## src/hw/rtl/ppc_pkg.sv

```systemverilog
// Shared constants for the PWM pulse position classifier: command codes,
// stick state codes, register indexes and register reset values.
// No dependencies.
`timescale 1ns / 1ps

package ppc_pkg;

   // Default structural sizes.
   localparam int DEF_NUM_CHANNELS  = 2;
   localparam int DEF_TIME_BITS     = 16;
   localparam int DEF_RUN_COUNT_MAX = 255;

   // Only channels 0 and 1 can be addressed by an edge request.
   localparam int EDGE_CHANNELS = 2;

   // Field widths.
   localparam int CMD_BITS     = 2;
   localparam int STATE_BITS   = 3;
   localparam int CSR_IDX_BITS = 3;
   localparam int WIN_BITS     = 32;
   localparam int CTRL_BITS    = 26;
   localparam int TIMEOUT_BITS = 9;
   localparam int BAD_BITS     = 8;
   localparam int NUM_BANDS    = 4;

   // Saturation limits.
   localparam logic [BAD_BITS-1:0]     BAD_MAX   = 8'hff;
   localparam logic [TIMEOUT_BITS-1:0] TIMER_MAX = 9'h1ff;

   // Request commands.
   localparam logic [CMD_BITS-1:0] CMD_RISE = 2'd0;
   localparam logic [CMD_BITS-1:0] CMD_FALL = 2'd1;
   localparam logic [CMD_BITS-1:0] CMD_TICK = 2'd2;

   // Stick states; the ordering matters for the demotion rules.
   localparam logic [STATE_BITS-1:0] ST_NO_STICK = 3'd0;
   localparam logic [STATE_BITS-1:0] ST_LOST     = 3'd1;
   localparam logic [STATE_BITS-1:0] ST_POS1     = 3'd2;
   localparam logic [STATE_BITS-1:0] ST_POS2     = 3'd3;
   localparam logic [STATE_BITS-1:0] ST_POS3     = 3'd4;

   // Band indexes within a channel's run counters.
   localparam int BAND_POS1 = 0;
   localparam int BAND_POS2 = 1;
   localparam int BAND_POS3 = 2;
   localparam int BAND_LOST = 3;

   // Register indexes.
   localparam logic [CSR_IDX_BITS-1:0] REG_POS1_WINDOW   = 3'd0;
   localparam logic [CSR_IDX_BITS-1:0] REG_POS2_WINDOW   = 3'd1;
   localparam logic [CSR_IDX_BITS-1:0] REG_POS3_WINDOW   = 3'd2;
   localparam logic [CSR_IDX_BITS-1:0] REG_LOST_WINDOW   = 3'd3;
   localparam logic [CSR_IDX_BITS-1:0] REG_PERIOD_WINDOW = 3'd4;
   localparam logic [CSR_IDX_BITS-1:0] REG_CONTROL       = 3'd5;
   localparam logic [CSR_IDX_BITS-1:0] REG_LOST_TIMEOUT  = 3'd6;

   // Register reset values.
   localparam logic [WIN_BITS-1:0]     RST_POS1_WINDOW   = 32'd7209050;
   localparam logic [WIN_BITS-1:0]     RST_POS2_WINDOW   = 32'd10485900;
   localparam logic [WIN_BITS-1:0]     RST_POS3_WINDOW   = 32'd13762750;
   localparam logic [WIN_BITS-1:0]     RST_LOST_WINDOW   = 32'd0;
   localparam logic [WIN_BITS-1:0]     RST_PERIOD_WINDOW = 32'd144181000;
   localparam logic [CTRL_BITS-1:0]    RST_CONTROL       = 26'd16974595;
   localparam logic [TIMEOUT_BITS-1:0] RST_LOST_TIMEOUT  = 9'd100;

   // Control word fields.
   localparam int CTRL_DETECT_LSB = 0;
   localparam int CTRL_PER_TOL_LSB = 8;
   localparam int CTRL_WID_TOL_LSB = 16;
   localparam int CTRL_SCAN_LSB = 24;

endpackage

```

## src/hw/rtl/pwm_pulse_position_classifier.sv

```systemverilog
// Top level of the PWM pulse position classifier: edge timing, band
// classification, tolerance filters and lost timers for each channel.
// Depends on ppc_pkg.
`timescale 1ns / 1ps

//  Channel   Direction   Handshake              Payload
//  req_      in          req_valid / req_stall  req_cmd, req_channel, req_timestamp
//  rsp_      out         rsp_valid / rsp_stall  rsp_chan_out, rsp_stick_state
//  csr_      in          csr_valid / csr_ready  csr_index, csr_wdata
//
// A request is registered in the request register, then updated into the
// channel state and the result register by the single state update stage;
// one request per cycle is taken while no response is held.
// Synchronous active-high reset restores all registers but the data payloads.
// A waiting response holds the update stage; one more request is still taken.
// csr_ready is always high; writes to indexes past the list are dropped.

module pwm_pulse_position_classifier #(
   parameter int NUM_CHANNELS  = ppc_pkg::DEF_NUM_CHANNELS,
   parameter int TIME_BITS     = ppc_pkg::DEF_TIME_BITS,
   parameter int RUN_COUNT_MAX = ppc_pkg::DEF_RUN_COUNT_MAX
) (
   input  logic                                clock,
   input  logic                                reset,
   input  logic                                req_valid,
   output logic                                req_stall,
   input  logic [ppc_pkg::CMD_BITS-1:0]        req_cmd,
   input  logic                                req_channel,
   input  logic [TIME_BITS-1:0]                req_timestamp,
   output logic                                rsp_valid,
   input  logic                                rsp_stall,
   output logic                                rsp_chan_out,
   output logic [ppc_pkg::STATE_BITS-1:0]      rsp_stick_state,
   input  logic                                csr_valid,
   output logic                                csr_ready,
   input  logic [ppc_pkg::CSR_IDX_BITS-1:0]    csr_index,
   input  logic [ppc_pkg::WIN_BITS-1:0]        csr_wdata
);

   localparam int RUN_BITS = $clog2(RUN_COUNT_MAX + 1);
   localparam int CMP_BITS = (RUN_BITS > ppc_pkg::BAD_BITS) ? RUN_BITS : ppc_pkg::BAD_BITS;
   localparam logic [RUN_BITS-1:0] RUN_MAX = RUN_BITS'(RUN_COUNT_MAX);

   // Interval between two stamps; the wrap case is the all-ones mask minus
   // the backward difference, which equals the forward difference minus one.
   function automatic logic [TIME_BITS-1:0] span_f(input logic [TIME_BITS-1:0] start_t,
                                                   input logic [TIME_BITS-1:0] end_t);
      logic [TIME_BITS-1:0] diff;
      diff = end_t - start_t;
      if (end_t > start_t) begin
         return diff;
      end
      return diff - TIME_BITS'(1);
   endfunction

   // Both window bounds are exclusive.
   function automatic logic in_window_f(input logic [ppc_pkg::WIN_BITS-1:0] win,
                                        input logic [TIME_BITS-1:0] v);
      logic [31:0] vx;
      vx = 32'(v);
      return (vx > {16'b0, win[15:0]}) && (vx < {16'b0, win[31:16]});
   endfunction

   function automatic logic [ppc_pkg::BAD_BITS-1:0] bad_inc_f(
         input logic [ppc_pkg::BAD_BITS-1:0] cnt);
      if (cnt < ppc_pkg::BAD_MAX) begin
         return cnt + ppc_pkg::BAD_BITS'(1);
      end
      return cnt;
   endfunction

   // Configuration registers.
   logic [ppc_pkg::WIN_BITS-1:0]     pos1_win_ff, pos2_win_ff, pos3_win_ff;
   logic [ppc_pkg::WIN_BITS-1:0]     lost_win_ff, period_win_ff;
   logic [ppc_pkg::CTRL_BITS-1:0]    ctrl_ff;
   logic [ppc_pkg::TIMEOUT_BITS-1:0] timeout_ff;

   // Request register stage.
   logic                          s1_valid_ff, s1_valid_in;
   logic [ppc_pkg::CMD_BITS-1:0]  s1_cmd_ff;
   logic                          s1_chan_ff;
   logic [TIME_BITS-1:0]          s1_ts_ff;

   // Result register.
   logic                            rsp_valid_ff, rsp_valid_in;
   logic                            rsp_chan_ff;
   logic [ppc_pkg::STATE_BITS-1:0]  rsp_state_ff;

   logic req_fire;
   logic s1_fire;
   logic out_block;

   logic [NUM_CHANNELS-1:0]         emit;
   logic [ppc_pkg::STATE_BITS-1:0]  emit_state [NUM_CHANNELS];
   logic                            any_emit;
   logic [ppc_pkg::STATE_BITS-1:0]  sel_state;

   logic [ppc_pkg::BAD_BITS-1:0] detect, per_tol, wid_tol;

   assign detect  = ctrl_ff[ppc_pkg::CTRL_DETECT_LSB +: ppc_pkg::BAD_BITS];
   assign per_tol = ctrl_ff[ppc_pkg::CTRL_PER_TOL_LSB +: ppc_pkg::BAD_BITS];
   assign wid_tol = ctrl_ff[ppc_pkg::CTRL_WID_TOL_LSB +: ppc_pkg::BAD_BITS];

   // Handshake control: the update stage waits while a response is held.
   assign out_block = rsp_valid_ff && rsp_stall;
   assign s1_fire   = s1_valid_ff && !out_block;
   assign req_stall = s1_valid_ff && out_block;
   assign req_fire  = req_valid && !req_stall;
   assign csr_ready = 1'b1;

   assign rsp_valid       = rsp_valid_ff;
   assign rsp_chan_out    = rsp_chan_ff;
   assign rsp_stick_state = rsp_state_ff;

   // Configuration writes.
   always_ff @(posedge clock) begin
      if (reset) begin
         pos1_win_ff   <= ppc_pkg::RST_POS1_WINDOW;
         pos2_win_ff   <= ppc_pkg::RST_POS2_WINDOW;
         pos3_win_ff   <= ppc_pkg::RST_POS3_WINDOW;
         lost_win_ff   <= ppc_pkg::RST_LOST_WINDOW;
         period_win_ff <= ppc_pkg::RST_PERIOD_WINDOW;
         ctrl_ff       <= ppc_pkg::RST_CONTROL;
         timeout_ff    <= ppc_pkg::RST_LOST_TIMEOUT;
      end else if (csr_valid && csr_ready) begin
         unique case (csr_index)
            ppc_pkg::REG_POS1_WINDOW:   pos1_win_ff   <= csr_wdata;
            ppc_pkg::REG_POS2_WINDOW:   pos2_win_ff   <= csr_wdata;
            ppc_pkg::REG_POS3_WINDOW:   pos3_win_ff   <= csr_wdata;
            ppc_pkg::REG_LOST_WINDOW:   lost_win_ff   <= csr_wdata;
            ppc_pkg::REG_PERIOD_WINDOW: period_win_ff <= csr_wdata;
            ppc_pkg::REG_CONTROL:       ctrl_ff       <= csr_wdata[ppc_pkg::CTRL_BITS-1:0];
            ppc_pkg::REG_LOST_TIMEOUT:  timeout_ff    <= csr_wdata[ppc_pkg::TIMEOUT_BITS-1:0];
            default: begin
            end
         endcase
      end
   end

   // Request register.
   always_comb begin
      s1_valid_in = s1_valid_ff;
      if (req_fire) begin
         s1_valid_in = 1'b1;
      end else if (s1_fire) begin
         s1_valid_in = 1'b0;
      end
   end

   always_ff @(posedge clock) begin
      if (reset) begin
         s1_valid_ff <= 1'b0;
      end else begin
         s1_valid_ff <= s1_valid_in;
      end
      if (req_fire) begin
         s1_cmd_ff  <= req_cmd;
         s1_chan_ff <= req_channel;
         s1_ts_ff   <= req_timestamp;
      end
   end

   // Per-channel state and update logic.
   for (genvar c = 0; c < NUM_CHANNELS; c++) begin : g_ch
      localparam logic IS_EDGE_CHAN = (c < ppc_pkg::EDGE_CHANNELS);
      localparam logic CHAN_ID = 1'(c % ppc_pkg::EDGE_CHANNELS);

      logic [TIME_BITS-1:0]             last_rise_ff, period_ff;
      logic [RUN_BITS-1:0]              runs_ff [ppc_pkg::NUM_BANDS];
      logic [RUN_BITS-1:0]              runs_in [ppc_pkg::NUM_BANDS];
      logic [ppc_pkg::BAD_BITS-1:0]     per_bad_ff, per_bad_in;
      logic [ppc_pkg::BAD_BITS-1:0]     wid_bad_ff, wid_bad_in;
      logic [ppc_pkg::STATE_BITS-1:0]   state_ff, state_in, demoted;
      logic [ppc_pkg::TIMEOUT_BITS-1:0] timer_ff, timer_inc;
      logic                             armed_ff;

      logic                       hit, rise, fall, tick, classify, scan_en;
      logic [TIME_BITS-1:0]       span_v;
      logic [ppc_pkg::NUM_BANDS-1:0] in_band, band_sel;
      logic                       per_in, per_ok, wid_ok, timer_fire;

      assign hit     = IS_EDGE_CHAN && (s1_chan_ff == CHAN_ID);
      assign rise    = s1_fire && (s1_cmd_ff == ppc_pkg::CMD_RISE) && hit;
      assign fall    = s1_fire && (s1_cmd_ff == ppc_pkg::CMD_FALL) && hit;
      assign tick    = s1_fire && (s1_cmd_ff == ppc_pkg::CMD_TICK);
      assign scan_en = IS_EDGE_CHAN &&
                       ctrl_ff[ppc_pkg::CTRL_SCAN_LSB + (c % ppc_pkg::EDGE_CHANNELS)];
      assign classify = fall && scan_en;
      assign span_v  = span_f(last_rise_ff, s1_ts_ff);

      // Band match, first band in the order position 1, 2, 3, lost wins.
      assign in_band[ppc_pkg::BAND_POS1] = in_window_f(pos1_win_ff, span_v);
      assign in_band[ppc_pkg::BAND_POS2] = in_window_f(pos2_win_ff, span_v);
      assign in_band[ppc_pkg::BAND_POS3] = in_window_f(pos3_win_ff, span_v);
      assign in_band[ppc_pkg::BAND_LOST] = in_window_f(lost_win_ff, span_v);
      assign band_sel = in_band & (~in_band + ppc_pkg::NUM_BANDS'(1));

      // Run counters: the matched band counts up, all others clear.
      always_comb begin
         for (int b = 0; b < ppc_pkg::NUM_BANDS; b++) begin
            if (!band_sel[b]) begin
               runs_in[b] = '0;
            end else if (runs_ff[b] < RUN_MAX) begin
               runs_in[b] = runs_ff[b] + RUN_BITS'(1);
            end else begin
               runs_in[b] = runs_ff[b];
            end
         end
      end

      // Tolerance filters for period and width.
      assign per_in     = in_window_f(period_win_ff, period_ff);
      assign per_bad_in = per_in ? '0 : bad_inc_f(per_bad_ff);
      assign per_ok     = per_in || (per_bad_in < per_tol);
      assign wid_bad_in = (|in_band) ? '0 : bad_inc_f(wid_bad_ff);
      assign wid_ok     = (|in_band) || (wid_bad_in < wid_tol);

      // Stick state after a classified falling edge; a lost run has the final say.
      always_comb begin
         state_in = state_ff;
         if (!per_ok || !wid_ok) begin
            state_in = (state_ff == ppc_pkg::ST_NO_STICK) ? ppc_pkg::ST_NO_STICK
                                                          : ppc_pkg::ST_LOST;
         end
         priority if (CMP_BITS'(runs_in[ppc_pkg::BAND_LOST]) > CMP_BITS'(detect)) begin
            state_in = ppc_pkg::ST_LOST;
         end else if (CMP_BITS'(runs_in[ppc_pkg::BAND_POS3]) > CMP_BITS'(detect)) begin
            state_in = ppc_pkg::ST_POS3;
         end else if (CMP_BITS'(runs_in[ppc_pkg::BAND_POS2]) > CMP_BITS'(detect)) begin
            state_in = ppc_pkg::ST_POS2;
         end else if (CMP_BITS'(runs_in[ppc_pkg::BAND_POS1]) > CMP_BITS'(detect)) begin
            state_in = ppc_pkg::ST_POS1;
         end else begin
         end
      end

      assign emit[c]       = classify && (state_in != state_ff);
      assign emit_state[c] = state_in;

      // Lost timer advance and silent demotion.
      assign timer_inc  = (timer_ff < ppc_pkg::TIMER_MAX) ?
                          timer_ff + ppc_pkg::TIMEOUT_BITS'(1) : timer_ff;
      assign timer_fire = timer_inc >= timeout_ff;
      assign demoted    = (state_ff < ppc_pkg::ST_POS1) ? ppc_pkg::ST_NO_STICK
                                                        : ppc_pkg::ST_LOST;

      always_ff @(posedge clock) begin
         if (reset) begin
            last_rise_ff <= '0;
            period_ff    <= '0;
            per_bad_ff   <= '0;
            wid_bad_ff   <= '0;
            state_ff     <= ppc_pkg::ST_NO_STICK;
            timer_ff     <= '0;
            armed_ff     <= (c == 0);
            for (int b = 0; b < ppc_pkg::NUM_BANDS; b++) begin
               runs_ff[b] <= '0;
            end
         end else begin
            if (rise) begin
               period_ff    <= span_v;
               last_rise_ff <= s1_ts_ff;
            end
            if (classify) begin
               per_bad_ff <= per_bad_in;
               wid_bad_ff <= wid_bad_in;
               state_ff   <= state_in;
               timer_ff   <= '0;
               armed_ff   <= 1'b1;
               for (int b = 0; b < ppc_pkg::NUM_BANDS; b++) begin
                  runs_ff[b] <= runs_in[b];
               end
            end else if (tick && armed_ff) begin
               if (timer_fire) begin
                  timer_ff <= '0;
                  armed_ff <= 1'b0;
                  state_ff <= demoted;
               end else begin
                  timer_ff <= timer_inc;
               end
            end
         end
      end
   end

   // Pick the state of the channel that reports; at most one does.
   always_comb begin
      sel_state = ppc_pkg::ST_NO_STICK;
      for (int c = 0; c < NUM_CHANNELS; c++) begin
         if (emit[c]) begin
            sel_state = emit_state[c];
         end
      end
   end
   assign any_emit = |emit;

   // Result register.
   always_comb begin
      if (s1_fire) begin
         rsp_valid_in = any_emit;
      end else if (rsp_stall) begin
         rsp_valid_in = rsp_valid_ff;
      end else begin
         rsp_valid_in = 1'b0;
      end
   end

   always_ff @(posedge clock) begin
      if (reset) begin
         rsp_valid_ff <= 1'b0;
      end else begin
         rsp_valid_ff <= rsp_valid_in;
      end
      if (s1_fire && any_emit) begin
         rsp_chan_ff  <= s1_chan_ff;
         rsp_state_ff <= sel_state;
      end
   end

endmodule

```

## config.mk

```make
export PLATFORM = sky130hd
export DESIGN_NAME = pwm_pulse_position_classifier
export DESIGN_NICKNAME = d
export VERILOG_FILES = /design/src/hw/rtl/ppc_pkg.sv /design/src/hw/rtl/pwm_pulse_position_classifier.sv
export SDC_FILE = /design/constraint.sdc
export NUM_CORES = 1
export LEC_CHECK = 0
export BUFFER_PORTS_ARGS = -buffer_cell sky130_fd_sc_hd__buf_2
export CAP_MARGIN = 20
export CORE_AREA = 2 2 247 225
export DETAILED_ROUTE_END_ITERATION = 16
export DIE_AREA = 0 0 249 227
export PLACE_DENSITY = 0.71
export SYNTH_ARGS = -nofsm -noshare
export SYNTH_HDL_FRONTEND = slang
export SYNTH_SLANG_ARGS = --single-unit
```

## constraint.sdc

```tcl
create_clock -name clock -period 22.7 [get_ports clock]
set_input_delay 2.27 -clock clock [delete_from_list [all_inputs] [get_ports clock]]
set_output_delay 2.27 -clock clock [all_outputs]
set_load 0.02 [all_outputs]
```

==> results.md, run 1 <==
- The congestion estimate from routability-driven global placement came to 0.999.
- The startpoint type of the worst setup path is a register.
- Port buffering added 64 buffers.
- The count of endpoints failing setup in the final report is 0.
- The distinct cell type count after synthesis is 103.
- Among all stages on the critical path, the largest delay is contributed by sky130_fd_sc_hd__nor4b_1.
- The worst slack at placement is 13550 ps.
- The total number of clock tree sinks is about 410.
- Counting along the longest clock path gives a buffer depth of 3.
- For this design the ratio of total power to cell area is roughly 64 nW/um2.
- The largest driver fanout on the critical path is 14.
- Of the cells placed in the final design, the portion with a size suffix greater than 1 is 0.0662.
- Dividing the synthesized area by the synthesized cell count gives around 8.1 um2.
- The multiplexer area fraction after synthesis is 0.00727.
- The most frequently used flop master after synthesis is sky130_fd_sc_hd__dfxtp_1.
- The tightest min-delay check is of the register to register type.
- The category of the critical setup timing path is register to register.
- The total CTS buffers is between 40 and 50.
- The post-synthesis compound-gate area fraction is 0.178.
- The final layout net count is between 4k and 5k.
- The number of failing hold endpoints at the final stage was 0.
- Of the total synthesized cell area, the portion taken by AND, OR, NAND and NOR gates is 0.226.
- The routed design has 87.6 mm of wire.
- The clock-pin slew of the registers on the worst-case setup and hold paths is 60 ps.
- The post-detailed-route DRC marker count is 0.
- The highest achievable clock rate is 0.105 GHz.
- The initial core utilization is 0.547.
- The starting DRC count in detailed routing is roughly 2.3k.
- The total via count in the routed design is around 26k.
- The HPWL after detailed placement is around 64 mm.
- CTS placed an instance of sky130_fd_sc_hd__clkbuf_16 at the clock tree root.
- The total area inside the core boundary comes to roughly 54000 um2.
- The portion of the post-synthesis area used by sequential elements is 0.306.
- The post-cts gate resize count is 0.
- The number of global-route vias before repair came to around 25k.
- For the final routed database, the setup TNS stands at 0 ps.
- In this run the number of H-tree levels came out at 2.
- Setup repair after global routing left no endpoint under its margin.
- Of the available clock period, the critical path in the final layout requires 0.418.
- After synthesis, the largest family of logic cells by area is simple AND/OR/NAND/NOR gates.
- The critical path data arrival time is between 9000 and 10000 ps.
- After synthesis the netlist holds a flip-flop and latch count of between 400 and 500.
- Summed over all layers, the global routing overflow is 0.
- The first global-routing pass estimated approximately 140 mm of wire.
- The buffers inserted during post-CTS setup optimization is 0.
- The maximum number of pins on one net before global-route repair is 98.
- In this run the count of I/O pins placed on the die edge is between 60 and 70.
- At the pin with the least slew margin, the transition time is about 1200 ps.
- The number of inserted diodes is 0.
- For the worst setup path, the data required time is ~23000 ps.
- The horizontal die dimension is approximately 250 um.
- The clock tree from TritonCTS is yes.
- From bottom edge to top edge, the die measures about 230 um.
- The critical path capture point type is a register.
- The Yosys step of the flow raised 0 warnings.
- Before antenna repair, the detailed router went through 6 iterations.
- The final max-slew violation count is 0.
- In this run the static leakage power is approximately 13 nW.
- The number of enable-type register cells in the synthesized netlist is 87.
- On the worst path, the slowest cell contributes a delay of between 700 and 800 ps.
- The adder and majority gate portion of the synthesized area is 0.200.
- The synthesized-area fraction occupied by xor and xnor cells is 0.0315.
- After synthesis, the share of flip-flops with an asynchronous set or reset is 0.
- The worst setup skew after layout is 39.4 ps.
- In this run the cell area of the synthesized design comes to between 20000 and 30000 um2.
- The number of antenna violations at the first check in global routing was 0.
- The number of hold buffers added after CTS was 0.
- The area added between synthesis and finish is 9.28%.
- In the final routed layout, each cell accounts on average for slightly below 20 um.
- The post-layout worst setup margin is around 13000 ps.
- Across every metal layer, demand over resource in global routing totals 0.307.
- The initialized floorplan defines between 80 and 90 standard-cell rows.
- Dividing the detail-routed via count by the number of cells gives 5.99.
- The largest vdd supply drop is ~60 uV.
- The total of max-cap violations is 0.
- In the synthesized netlist, the number of instances is ~3.6k.
- The number of nets with antenna violations after routing is 0.
- The relative max-transition margin is 0.216.
- The run finished with clean final reports.
- The clock reaches the later pin of the worst-skew pair after 620 ps.
- The post-synthesis net count is ~4.2k.
- The fill cell total of the finished layout is approximately 4.9k.
- Subtracting the final worst setup slack from the clock period gives 9490 ps.
- The area of the die is between 50000 and 60000 um2.
==> synthesized netlist by cell type (52+ instances only) <==
library cell	number	share of area
sky130_fd_sc_hd__xor2_1	60	0.018
sky130_fd_sc_hd__edfxtp_1	87	0.089
sky130_fd_sc_hd__nand4_1	84	0.018
sky130_fd_sc_hd__dfxtp_1	319	0.22
sky130_fd_sc_hd__o21ai_0	105	0.018
sky130_fd_sc_hd__nor2_1	250	0.032
sky130_fd_sc_hd__ha_1	468	0.20
sky130_fd_sc_hd__nand2_1	610	0.078
sky130_fd_sc_hd__o211ai_1	57	0.015
sky130_fd_sc_hd__a21oi_1	377	0.064
sky130_fd_sc_hd__nand3_1	113	0.019
sky130_fd_sc_hd__inv_1	262	0.033
sky130_fd_sc_hd__nor3_1	114	0.019
sky130_fd_sc_hd__clkbuf_1	112	0.014
sky130_fd_sc_hd__a21o_1	76	0.019
sky130_fd_sc_hd__and3_1	52	0.011
==> area by class of cell <==
class	count	area [um2]	area share
multi-input cells	2849	19000	0.590
flip-flops and latches	406	9000	0.280
clock buffers	66	1380	0.0429
inverters	264	991	0.0308
well taps	705	882	0.0274
repair buffers	114	744	0.0232
clock inverters	16	174	0.00541
==> state kept, by name, indices dropped and copies added, names as in the netlist, 18 cells and up <==
name and count:
pos2_win_ff 32, lost_win_ff 32, pos3_win_ff 32, g_ch.last_rise_ff 32, ctrl_ff 26, g_ch.runs_ff 64
pos1_win_ff 32, period_win_ff 32, g_ch.timer_ff 18, g_ch.period_ff 32
==> where the power goes <==
part           internal (mW)  total (mW)  switching (mW)  leakage [nW]
clock network          0.456       0.780           0.324         0.753
logic                  0.180       0.494           0.314          8.76
registers              0.754       0.768          0.0135          3.46
total                   1.39        2.04           0.651          13.0
==> path summary, 6_finish.rpt <==
path | start | endpoint | slack, ps | cells after the start
worst max-delay path | s1_ts_ff[1]$_DFFE_PP_ | rsp_stick_state[0]$_DFFE_PP_ | 13210 | 28
worst min-delay path | g_ch[0].last_rise_ff[7]$_SDFFE_PP0P_ | g_ch[0].last_rise_ff[7]$_SDFFE_PP0P_ | 450 | 2
worst max register to register | s1_ts_ff[1]$_DFFE_PP_ | rsp_stick_state[0]$_DFFE_PP_ | 13210 | 28
worst min register to register | g_ch[0].last_rise_ff[7]$_SDFFE_PP0P_ | g_ch[0].last_rise_ff[7]$_SDFFE_PP0P_ | 450 | 2
==> through the flow <==
step	cell area, um2	hold WS [ps]	std cells	util	power (mW)
floorplan	29400	436	3644	-	1.11
finish	32200	454	4420	0.597	2.04
detailed placement	30500	447	4334	0.567	1.26
global placement	30500	441	4334	0.567	1.25
CTS	32100	455	4416	0.596	2.04
global route	32200	467	4420	0.597	2.13
==> critical path: cells and delay by family (launching register included) <==
kind,cells,cell delay [ps]
compound gates,14,3670
simple gates,9,3280
fa+ha+maj,3,1070
xor+xnor,2,580
flops,1,500
==> cell families after synthesis <==
| logic type | Yosys count |
|---|---|
| other cells | 1 |
| xor+xnor | 105 |
| mux | 21 |
| compound gates | 828 |
| flops | 406 |
| buf+inv | 389 |
| simple gates | 1424 |
| fa+ha+maj | 470 |
==> placed cells by master (no fill, tap or decap), types with 52 or more instances in the layout <==
cell type,netlist,routed
sky130_fd_sc_hd__nand2_1,610,610
sky130_fd_sc_hd__ha_1,468,468
sky130_fd_sc_hd__a21oi_1,377,377
sky130_fd_sc_hd__dfxtp_1,319,319
sky130_fd_sc_hd__inv_1,262,262
sky130_fd_sc_hd__nor2_1,250,247
sky130_fd_sc_hd__nand3_1,113,113
sky130_fd_sc_hd__nor3_1,114,112
sky130_fd_sc_hd__o21ai_0,105,105
sky130_fd_sc_hd__edfxtp_1,87,87
sky130_fd_sc_hd__nand4_1,84,84
sky130_fd_sc_hd__a21o_1,76,76
sky130_fd_sc_hd__buf_2,3,63
sky130_fd_sc_hd__xor2_1,60,60
sky130_fd_sc_hd__o211ai_1,57,57
sky130_fd_sc_hd__and3_1,52,52
==> layer usage <==
layer  wire length [um]  share of wire  track usage  up-vias
li1                   -              -            -    13000
met1              39600           0.45        0.422    12400
met2              36900           0.42        0.476      920
met3               7840          0.089       0.0593      172
met4               3280          0.037        0.121        0
met5                  0              0            0        -
No activity file was read; power rests on OpenSTA's default activity.
==> run 2: changes to the inputs <==
- ABC_AREA: not set -> 1
- CORE_AREA: 2 2 247 225 -> 2 2 243 221
- DIE_AREA: 0 0 249 227 -> 0 0 245 223
- clock period: 22.7 -> 9.7 ns (I/O delays scaled with it)
==> run 2 against run 1 <==
Net effect:
- core utilization decreased by 0.18 points
- register-to-register slack lost 12000 ps
- sequential power is 130% higher
- critical path type unchanged
==> results.md, run 2 <==
- Run status: finished, final reports clean (unchanged).
- The number of placed I/O pins is 66 (unchanged).
- The starting DRC count in detailed routing is 1822 (was 2267).
- The flip-flop count of the largest register, all copies and words added was 64 (unchanged).
- The total via count in the routed design came to 25.1k (was 26.5k).
- The post-synthesis share of cell area spent on and, or, nand and nor gates is 0.178 (was 0.226).
- The flip-flop and latch count after synthesis is 406 (unchanged).
- The kind of cell with the highest combined delay on the critical path is simple AND/OR/NAND/NOR gates (was compound AO/OA/AOI/OAI gates).
- The most common cell after layout, fill and taps aside is sky130_fd_sc_hd__nand2_1 (unchanged).
- The distinct cell type count after synthesis was 54 (was 103).
- The clock period minus worst slack is 8210 ps (was 9490 ps).
- The number of iterations in the first detailed-routing pass is 5 (was 6).
- The classification of the worst-slack hold path is register to register (unchanged).
- The area of the die came to 54600 um2 (was 56500 um2).
- The final layout net count is 4290 (was 4209).
- The number of buffers inserted by hold repair at cts came to 0 (unchanged).
- The global routing usage summed across all routing layers is 0.286 (was 0.307).
- The worst flop-to-flop path endpoint is rsp_stick_state[0]$_DFFE_PP_ (unchanged).
- The worst setup skew after layout is 27.7 ps (was 39.4 ps).
- The total CTS buffers was 47 (was 45).
- The total of max-cap violations came to 0 (unchanged).
- The busiest layer in global routing is met2 (unchanged).
- The final cycle utilization of the critical path is 0.846 (was 0.418).
- The number of logic stages on the critical path including buffering was 40 (was 28).
- The leakage power came to 13.9 nW (was 13.0 nW).
- The number of nets with antenna violations after routing is 0 (unchanged).
- The total detailed-routing wirelength is 77.9 mm (was 87.6 mm).
- The most frequently used flop master after synthesis is sky130_fd_sc_hd__dfxtp_1 (unchanged).
- The launching point of the worst reg2reg path is s1_ts_ff[2]$_DFFE_PP_ (was s1_ts_ff[1]$_DFFE_PP_).
- The horizontal die dimension is 245 um (was 249 um).
- The fill cell total of the finished layout was 4821 (was 4870).
- The largest driver fanout on the critical path is 17 (was 14).
- The slowest cell on the critical path is sky130_fd_sc_hd__xor2_2 (was sky130_fd_sc_hd__nor4b_1).
- The relative max-transition margin is 0.177 (was 0.216).
- The post-cts gate resize count is 0 (unchanged).
- The portion of the post-synthesis area used by sequential elements is 0.316 (was 0.306).
- The post-synthesis cell area is 28500 um2 (was 29400 um2).
- The category of the critical setup timing path is register to register (unchanged).
- The timing startpoint of the critical path is s1_ts_ff[2]$_DFFE_PP_ (was s1_ts_ff[1]$_DFFE_PP_).
- The fraction of registers with async set or reset after synthesis is 0 (unchanged).
- The critical path's largest stage delay is 860 ps (was 770 ps).
- Leading post-synthesis cells by instance count: sky130_fd_sc_hd__nand2_1 (563), sky130_fd_sc_hd__inv_1 (546), sky130_fd_sc_hd__ha_1 (468) (was sky130_fd_sc_hd__nand2_1 (610), sky130_fd_sc_hd__ha_1 (468), sky130_fd_sc_hd__a21oi_1 (377)).
- The largest area contributor in the netlist is sky130_fd_sc_hd__dfxtp_1 (unchanged).
- The number of enable-type register cells in the synthesized netlist is 87 (unchanged).
- The gate count after technology mapping came to 3716 (was 3644).
- The required time reported for the critical path endpoint is 10010 ps (was 22940 ps).
- The synthesized-area fraction occupied by xor and xnor cells is 0.0262 (was 0.0315).
- The top register by number of flip-flops is g_ch.runs_ff (unchanged).
- The area added between synthesis and finish is 9.55% (was 9.28%).
- The number of antenna violations at the first check in global routing came to 1 (was 0).
- Most frequent cells in the layout: sky130_fd_sc_hd__nand2_1 (562), sky130_fd_sc_hd__inv_1 (545), sky130_fd_sc_hd__ha_1 (468) (was sky130_fd_sc_hd__nand2_1 (610), sky130_fd_sc_hd__ha_1 (468), sky130_fd_sc_hd__a21oi_1 (377)).
- The HPWL after detailed placement is 56.8 mm (was 64.1 mm).
- The buffer and inverter count on the worst path is 1 (was 0).
- The startpoint type of the worst setup path is a register (unchanged).
- The final max-slew violation count was 0 (unchanged).
- The number of failing hold endpoints at the final stage was 0 (unchanged).
- The multiplexer area fraction after synthesis is 0.00281 (was 0.00727).
- The dominant combinational cell family by area after synthesis is adder cells (was simple AND/OR/NAND/NOR gates).
- The critical path data arrival time was 8520 ps (was 9730 ps).
- The number of global-route vias before repair came to 22.9k (was 25.0k).
- The critical path capture point type is a register (unchanged).
- The average size of a mapped cell is 7.66 um2 (was 8.07 um2).
- The actual slew at the worst max-slew pin was 1230 ps (was 1150 ps).
- The clock latency at the later pin of the worst-skew pair came to 600 ps (was 620 ps).
- Cell types with the largest area share after synthesis: sky130_fd_sc_hd__dfxtp_1 (22%), sky130_fd_sc_hd__ha_1 (21%), sky130_fd_sc_hd__edfxtp_1 (9.2%) (was sky130_fd_sc_hd__dfxtp_1 (22%), sky130_fd_sc_hd__ha_1 (20%), sky130_fd_sc_hd__edfxtp_1 (8.9%)).
- The count of port buffers added during placement is 64 (unchanged).
- The met1 layer usage reported by global route is 0.397 (was 0.422).
- The sum of negative setup slack is 0 ps (unchanged).
- The largest buffer count on any clock path is 3 (unchanged).
- The global-route wire length before repair is 124 mm (was 137 mm).
- The post-detailed-route DRC marker count is 0 (unchanged).
- The initial core utilization is 0.544 (was 0.547).
- The highest achievable clock rate is 0.122 GHz (was 0.105 GHz).
- The clock tree from TritonCTS was yes (unchanged).
- The power density over the cells was 160 nW/um2 (was 63.5 nW/um2).
- The cell that appears most often on the critical path is sky130_fd_sc_hd__nand2_1.
- The adder and majority gate portion of the synthesized area was 0.207 (was 0.200).
- The leading cell type by number of instances after synthesis was sky130_fd_sc_hd__nand2_1 (unchanged).
- The non-filler instance count after layout was 4495 (was 4420).
- The core region area is 52400 um2 (was 53800 um2).
- The per-cell routed wire length came to 17.3 um (was 19.8 um).
- The average vias per placed instance came to 5.58 (was 5.99).
- The buffers inserted during post-CTS setup optimization is 0 (unchanged).
- The chip height came to 223 um (was 227 um).
- The reg-to-reg setup timing slack came to 1490 ps (was 13210 ps).
- The count of standard-cell rows is 80 (was 81).
- The count of synthesis-stage warnings from yosys came to 0 (unchanged).
- The global-route congestion overflow total is 0 (unchanged).
- The post-synthesis net count is 4245 (was 4173).
- The count of endpoints failing setup in the final report came to 0 (unchanged).
- The cell at the root of the clock tree is sky130_fd_sc_hd__clkbuf_16 (unchanged).
- The instance count after placement with tap cells included is 4408 (was 4334).
- The H-tree depth reported by CTS was 2 (unchanged).
- The largest vdd supply drop is 135 uV (was 59.8 uV).
- The total number of clock tree sinks is 406 (unchanged).
- The global-route met3 utilization is 0.0581 (was 0.0593).
- The met2 track demand over resource in global routing is 0.439 (was 0.476).
- Unrepaired setup endpoints after global routing: no (unchanged).
- The number of inserted diodes came to 0 (unchanged).
- The clock-pin slew of the registers on the worst-case setup and hold paths is 60 ps (about the same).
- The end of the critical path is rsp_stick_state[0]$_DFFE_PP_ (unchanged).
- The number of cell instances on the worst register-to-register path is 40 (was 28).
- The fraction of post-synthesis cell area in the top cell type by area is 0.224 (was 0.217).
- The maximum number of pins on one net before global-route repair is 114 (was 98).
- The routability congestion estimate from global placement is 0.896 (was 0.999).
- The post-synthesis compound-gate area fraction is 0.184 (was 0.178).
- The fraction of layout cells with a size suffix above 1 was 0.0590 (was 0.0662).
run 2: cell count changes after synthesis, sizes merged, moves of 20 or more:
cell    previous run  this run
o21bai             8        29
and3              52         1
inv              263       548
a21oi            379       422
nand2b            42         0
clkbuf           113        93
o21ai            110       308
a21o              77         3
nand4             86        54
nand2            610       588
xnor2             45        20
nor2b             37         0
run 2: per-stage QoR:
step / instance area, um2 / worst slack [ps] / hold slack, ps / power [mW] / util
3_5_place_dp: 29600 / 1640 / 452 / 3.12 / 0.565
6_report: 31200 / 1490 / 457 / 4.99 / 0.596
4_1_cts: 31200 / 1570 / 461 / 5.00 / 0.595
3_3_place_gp: 29600 / 1800 / 446 / 3.09 / 0.565
5_1_grt: 31200 / 625 / 478 / 5.26 / 0.596
2_1_floorplan: 28500 / 2880 / 430 / 2.73 / -
run 2: per-layer routing:
layer	vias to the layer above	routed length [um]
li1	12800	-
met1	11400	36200
met2	730	32800
met3	156	6130
met4	2	2800
met5	-	11
run 2: worst min-delay path, delay by kind of cell (launching register included):
family,cells,cell delay (ps)
AOI/OAI and AO/OA,1,50
buffers and inverters,1,60
DFF,1,290
run 2: worst min path at each step:
stage	startpoint	endpoint	slack (ps)	cells after the start
after floorplan	ctrl_ff[24]$_SDFFE_PP1P_	ctrl_ff[24]$_SDFFE_PP1P_	430	2
after global placement	g_ch[0].last_rise_ff[8]$_SDFFE_PP0P_	g_ch[0].last_rise_ff[8]$_SDFFE_PP0P_	450	2
after detailed placement	g_ch[0].last_rise_ff[13]$_SDFFE_PP0P_	g_ch[0].last_rise_ff[13]$_SDFFE_PP0P_	450	2
after CTS	g_ch[0].last_rise_ff[8]$_SDFFE_PP0P_	g_ch[0].last_rise_ff[8]$_SDFFE_PP0P_	460	2
after global routing	g_ch[1].last_rise_ff[4]$_SDFFE_PP0P_	g_ch[1].last_rise_ff[4]$_SDFFE_PP0P_	480	2
final	g_ch[1].last_rise_ff[13]$_SDFFE_PP0P_	g_ch[1].last_rise_ff[13]$_SDFFE_PP0P_	460	2
run 2: final cells by class:
cell class | instances | area [um2] | share of cell area
flip-flops and latches | 406 | 9000 | 0.289
well taps | 697 | 872 | 0.0280
inverters | 552 | 2080 | 0.0666
repair buffers | 93 | 546 | 0.0175
multi-input cells | 2661 | 17100 | 0.548
clock inverters | 20 | 246 | 0.00790
clock buffers | 66 | 1360 | 0.0436
run 2: power by group:
part	internal [mW]	total [mW]	switching, mW
clock network	1.13	1.88	0.747
registers	1.78	1.80	0.0268
logic	0.436	1.31	0.873
run 2: logic make-up after synthesis:
kind of cell	after synthesis
and+or+nand+nor	1155
AOI/OAI and AO/OA	942
muxes	8
xor gates and xnor gates	85
other	1
buffers and inverters	649
adders and majority gates	470
DFF	406
==> run 3: changes to the inputs <==
- clock period: 9.7 -> 8.6 ns (I/O delays scaled with it)
==> run 3 against run 2 <==
Net effect:
- critical path depth increased by 3
- routed wire length increased by 1.8%
- fmax increased by 3.5%
- flip-flop and latch count unchanged
- register-to-register slack got worse by 820 ps
- sequential power increased by 13%
- final cell count increased by 0.24%
- die area unchanged
- critical path type unchanged
- critical endpoint is now rsp_chan_out$_DFFE_PP_
- largest cell class unchanged
==> results.md, run 3 (synthesis gave the netlist of run 2 again) <==
- Run status: finished, final reports clean (unchanged).
- The non-filler instance count after layout was 4506 (was 4495).
- The largest driver fanout on the critical path is 13 (was 17).
- The critical path's largest stage delay was 450 ps (was 860 ps).
- The global routing usage summed across all routing layers was 0.292 (was 0.286).
- The startpoint type of the worst setup path is a register (unchanged).
- The critical path capture point type is a register (unchanged).
- The worst setup skew after layout came to 30.6 ps (was 27.7 ps).
- The post-route total power is 5.72 mW (was 4.99 mW).
- The power density over the cells was 183 nW/um2 (was 160 nW/um2).
- The number of inserted diodes is 0 (unchanged).
- The total detailed-routing wirelength is 79.3 mm (was 77.9 mm).
- The critical path data arrival time is 8250 ps (was 8520 ps).
- The number of global-route vias before repair is 23.4k (was 22.9k).
- The starting DRC count in detailed routing is 2027 (was 1822).
- The post-detailed-route DRC marker count is 0 (unchanged).
- The total CTS buffers is 48 (was 47).
- Unrepaired setup endpoints after global routing: no (unchanged).
- The count of endpoints failing setup in the final report is 0 (unchanged).
- The average vias per placed instance is 5.60 (was 5.58).
- The number of iterations in the first detailed-routing pass was 5 (unchanged).
- The classification of the worst-slack hold path is primary input to register (was register to register).
- The area added between synthesis and finish was 10.0% (was 9.55%).
- The global-route wire length before repair came to 126 mm (was 124 mm).
- The initial core utilization was 0.544 (unchanged).
- The routability congestion estimate from global placement was 0.909 (was 0.896).
- The most common cell after layout, fill and taps aside is sky130_fd_sc_hd__nand2_1 (unchanged).
- The total of max-cap violations was 0 (unchanged).
- The fraction of layout cells with a size suffix above 1 was 0.0635 (was 0.0590).
- The chip height is 223 um (unchanged).
- The count of standard-cell rows is 80 (unchanged).
- The sum of negative setup slack is 0 ps (unchanged).
- The final max-slew violation count is 0 (unchanged).
- The total number of clock tree sinks is 406 (unchanged).
- The number of logic stages on the critical path including buffering was 43 (was 40).
- The slowest cell on the critical path is sky130_fd_sc_hd__edfxtp_1 (was sky130_fd_sc_hd__xor2_2).
- The relative max-transition margin was 0.322 (was 0.177).
- The worst hold slack is 423 ps (was 457 ps).
- The HPWL after detailed placement was 57.8 mm (was 56.8 mm).
- The actual slew at the worst max-slew pin was 1020 ps (was 1230 ps).
- The required time reported for the critical path endpoint was 8930 ps (was 10010 ps).
- The top register by number of flip-flops is g_ch.runs_ff (unchanged).
- The largest vdd supply drop is 158 uV (was 135 uV).
- The maximum number of pins on one net before global-route repair was 131 (was 114).
- The leakage power is 14.0 nW (was 13.9 nW).
- The most numerous cell on the critical path is sky130_fd_sc_hd__nand2_1 (unchanged).
- The largest buffer count on any clock path is 3 (unchanged).
- The flip-flop count of the largest register, all copies and words added was 64 (unchanged).
- The number of cell instances on the worst register-to-register path is 43 (was 40).
- The clock-pin slew of the registers on the worst-case setup and hold paths is 60 ps (about the same).
- The cell at the root of the clock tree is sky130_fd_sc_hd__clkbuf_16 (unchanged).
- The category of the critical setup timing path is register to register (unchanged).
- The clock tree from TritonCTS is yes (unchanged).
- The post-layout worst setup margin was 674 ps (was 1490 ps).
- The clock period minus worst slack came to 7930 ps (was 8210 ps).
- The per-cell routed wire length is 17.6 um (was 17.3 um).
- The worst slack at placement came to 493 ps (was 1640 ps).
- The final layout net count came to 4298 (was 4290).
- The area of the die came to 54600 um2 (unchanged).
- The kind of cell with the highest combined delay on the critical path was simple AND/OR/NAND/NOR gates (unchanged).
- The highest achievable clock rate came to 0.126 GHz (was 0.122 GHz).
- The H-tree depth reported by CTS is 2 (unchanged).
- The number of placed I/O pins is 66 (unchanged).
- Most frequent cells in the layout: sky130_fd_sc_hd__nand2_1 (562), sky130_fd_sc_hd__inv_1 (543), sky130_fd_sc_hd__ha_1 (468) (was sky130_fd_sc_hd__nand2_1 (562), sky130_fd_sc_hd__inv_1 (545), sky130_fd_sc_hd__ha_1 (468)).
- The cell depth of the worst hold path is 1 (was 2).
- The core region area was 52400 um2 (unchanged).
- The final cycle utilization of the critical path came to 0.922 (was 0.846).
- The horizontal die dimension was 245 um (unchanged).
- The number of nets with antenna violations after routing is 0 (unchanged).
- The buffer and inverter count on the worst path is 3 (was 1).
- The count of port buffers added during placement is 64 (unchanged).
- The total via count in the routed design is 25.2k (was 25.1k).
- The instance count after placement with tap cells included was 4414 (was 4408).
- The number of antenna violations at the first check in global routing came to 1 (unchanged).
- The number of failing hold endpoints at the final stage is 0 (unchanged).
- The global-route congestion overflow total was 0 (unchanged).
- The clock latency at the later pin of the worst-skew pair came to 610 ps (was 600 ps).
[run 3: cell count changes in the layout (fill, tap and decap cells not counted), sizes merged]
cell	previous run	this run
buf	93	100
bufinv	6	3
clkbuf	66	74
clkinv	16	10
inv	550	555
[run 3: worst paths after layout]
path | startpoint | to | slack (ps)
worst max register to register | s1_ts_ff[2]$_DFFE_PP_ | rsp_chan_out$_DFFE_PP_ | 670
worst min-delay path | req_timestamp[7] | s1_ts_ff[7]$_DFFE_PP_ | 420
worst max-delay path | s1_ts_ff[2]$_DFFE_PP_ | rsp_chan_out$_DFFE_PP_ | 670
worst min register to register | g_ch[1].last_rise_ff[7]$_SDFFE_PP0P_ | g_ch[1].last_rise_ff[7]$_SDFFE_PP0P_ | 460
[run 3: repair_timing]
| item | 4_1_cts | 5_1_grt |
|---|---|---|
| hold buffers | 0 | 0 |
| endpoints found under the setup margin | 0 | 10 |
| setup buffers | 0 | 1 |
| resized for setup | 0 | 8 |
[run 3: layer usage]
metal,up-vias,track usage,share of wire
met1,11500,0.405,0.46
met4,0,0.110,0.038
li1,12800,-,-
met5,-,0,0
met3,175,0.0491,0.077
met2,769,0.456,0.43
[run 3: area by class of cell]
cell class                 instances  area [um2]
tap                              697         872
multi-input combinational       2661       17100
fill                            4804       21000
timing repair buffer             100         611
clock inverter                    16         169
clock buffer                      74        1530
sequential                       406        9000
inverter                         552        2080
[run 3: power by group]
part           leakage [nW]  internal [mW]  switching [mW]
Combinational          9.66          0.503            1.00
Sequential             3.47           2.00          0.0300
Clock                 0.846           1.31           0.872
Total                  14.0           3.82            1.90
[run 3: per-stage QoR]
step / util / area (um2)
after floorplan: - / 28500
after global placement: 0.565 / 29600
after detailed placement: 0.565 / 29600
after CTS: 0.597 / 31300
after global routing: 0.598 / 31300
final: 0.598 / 31300
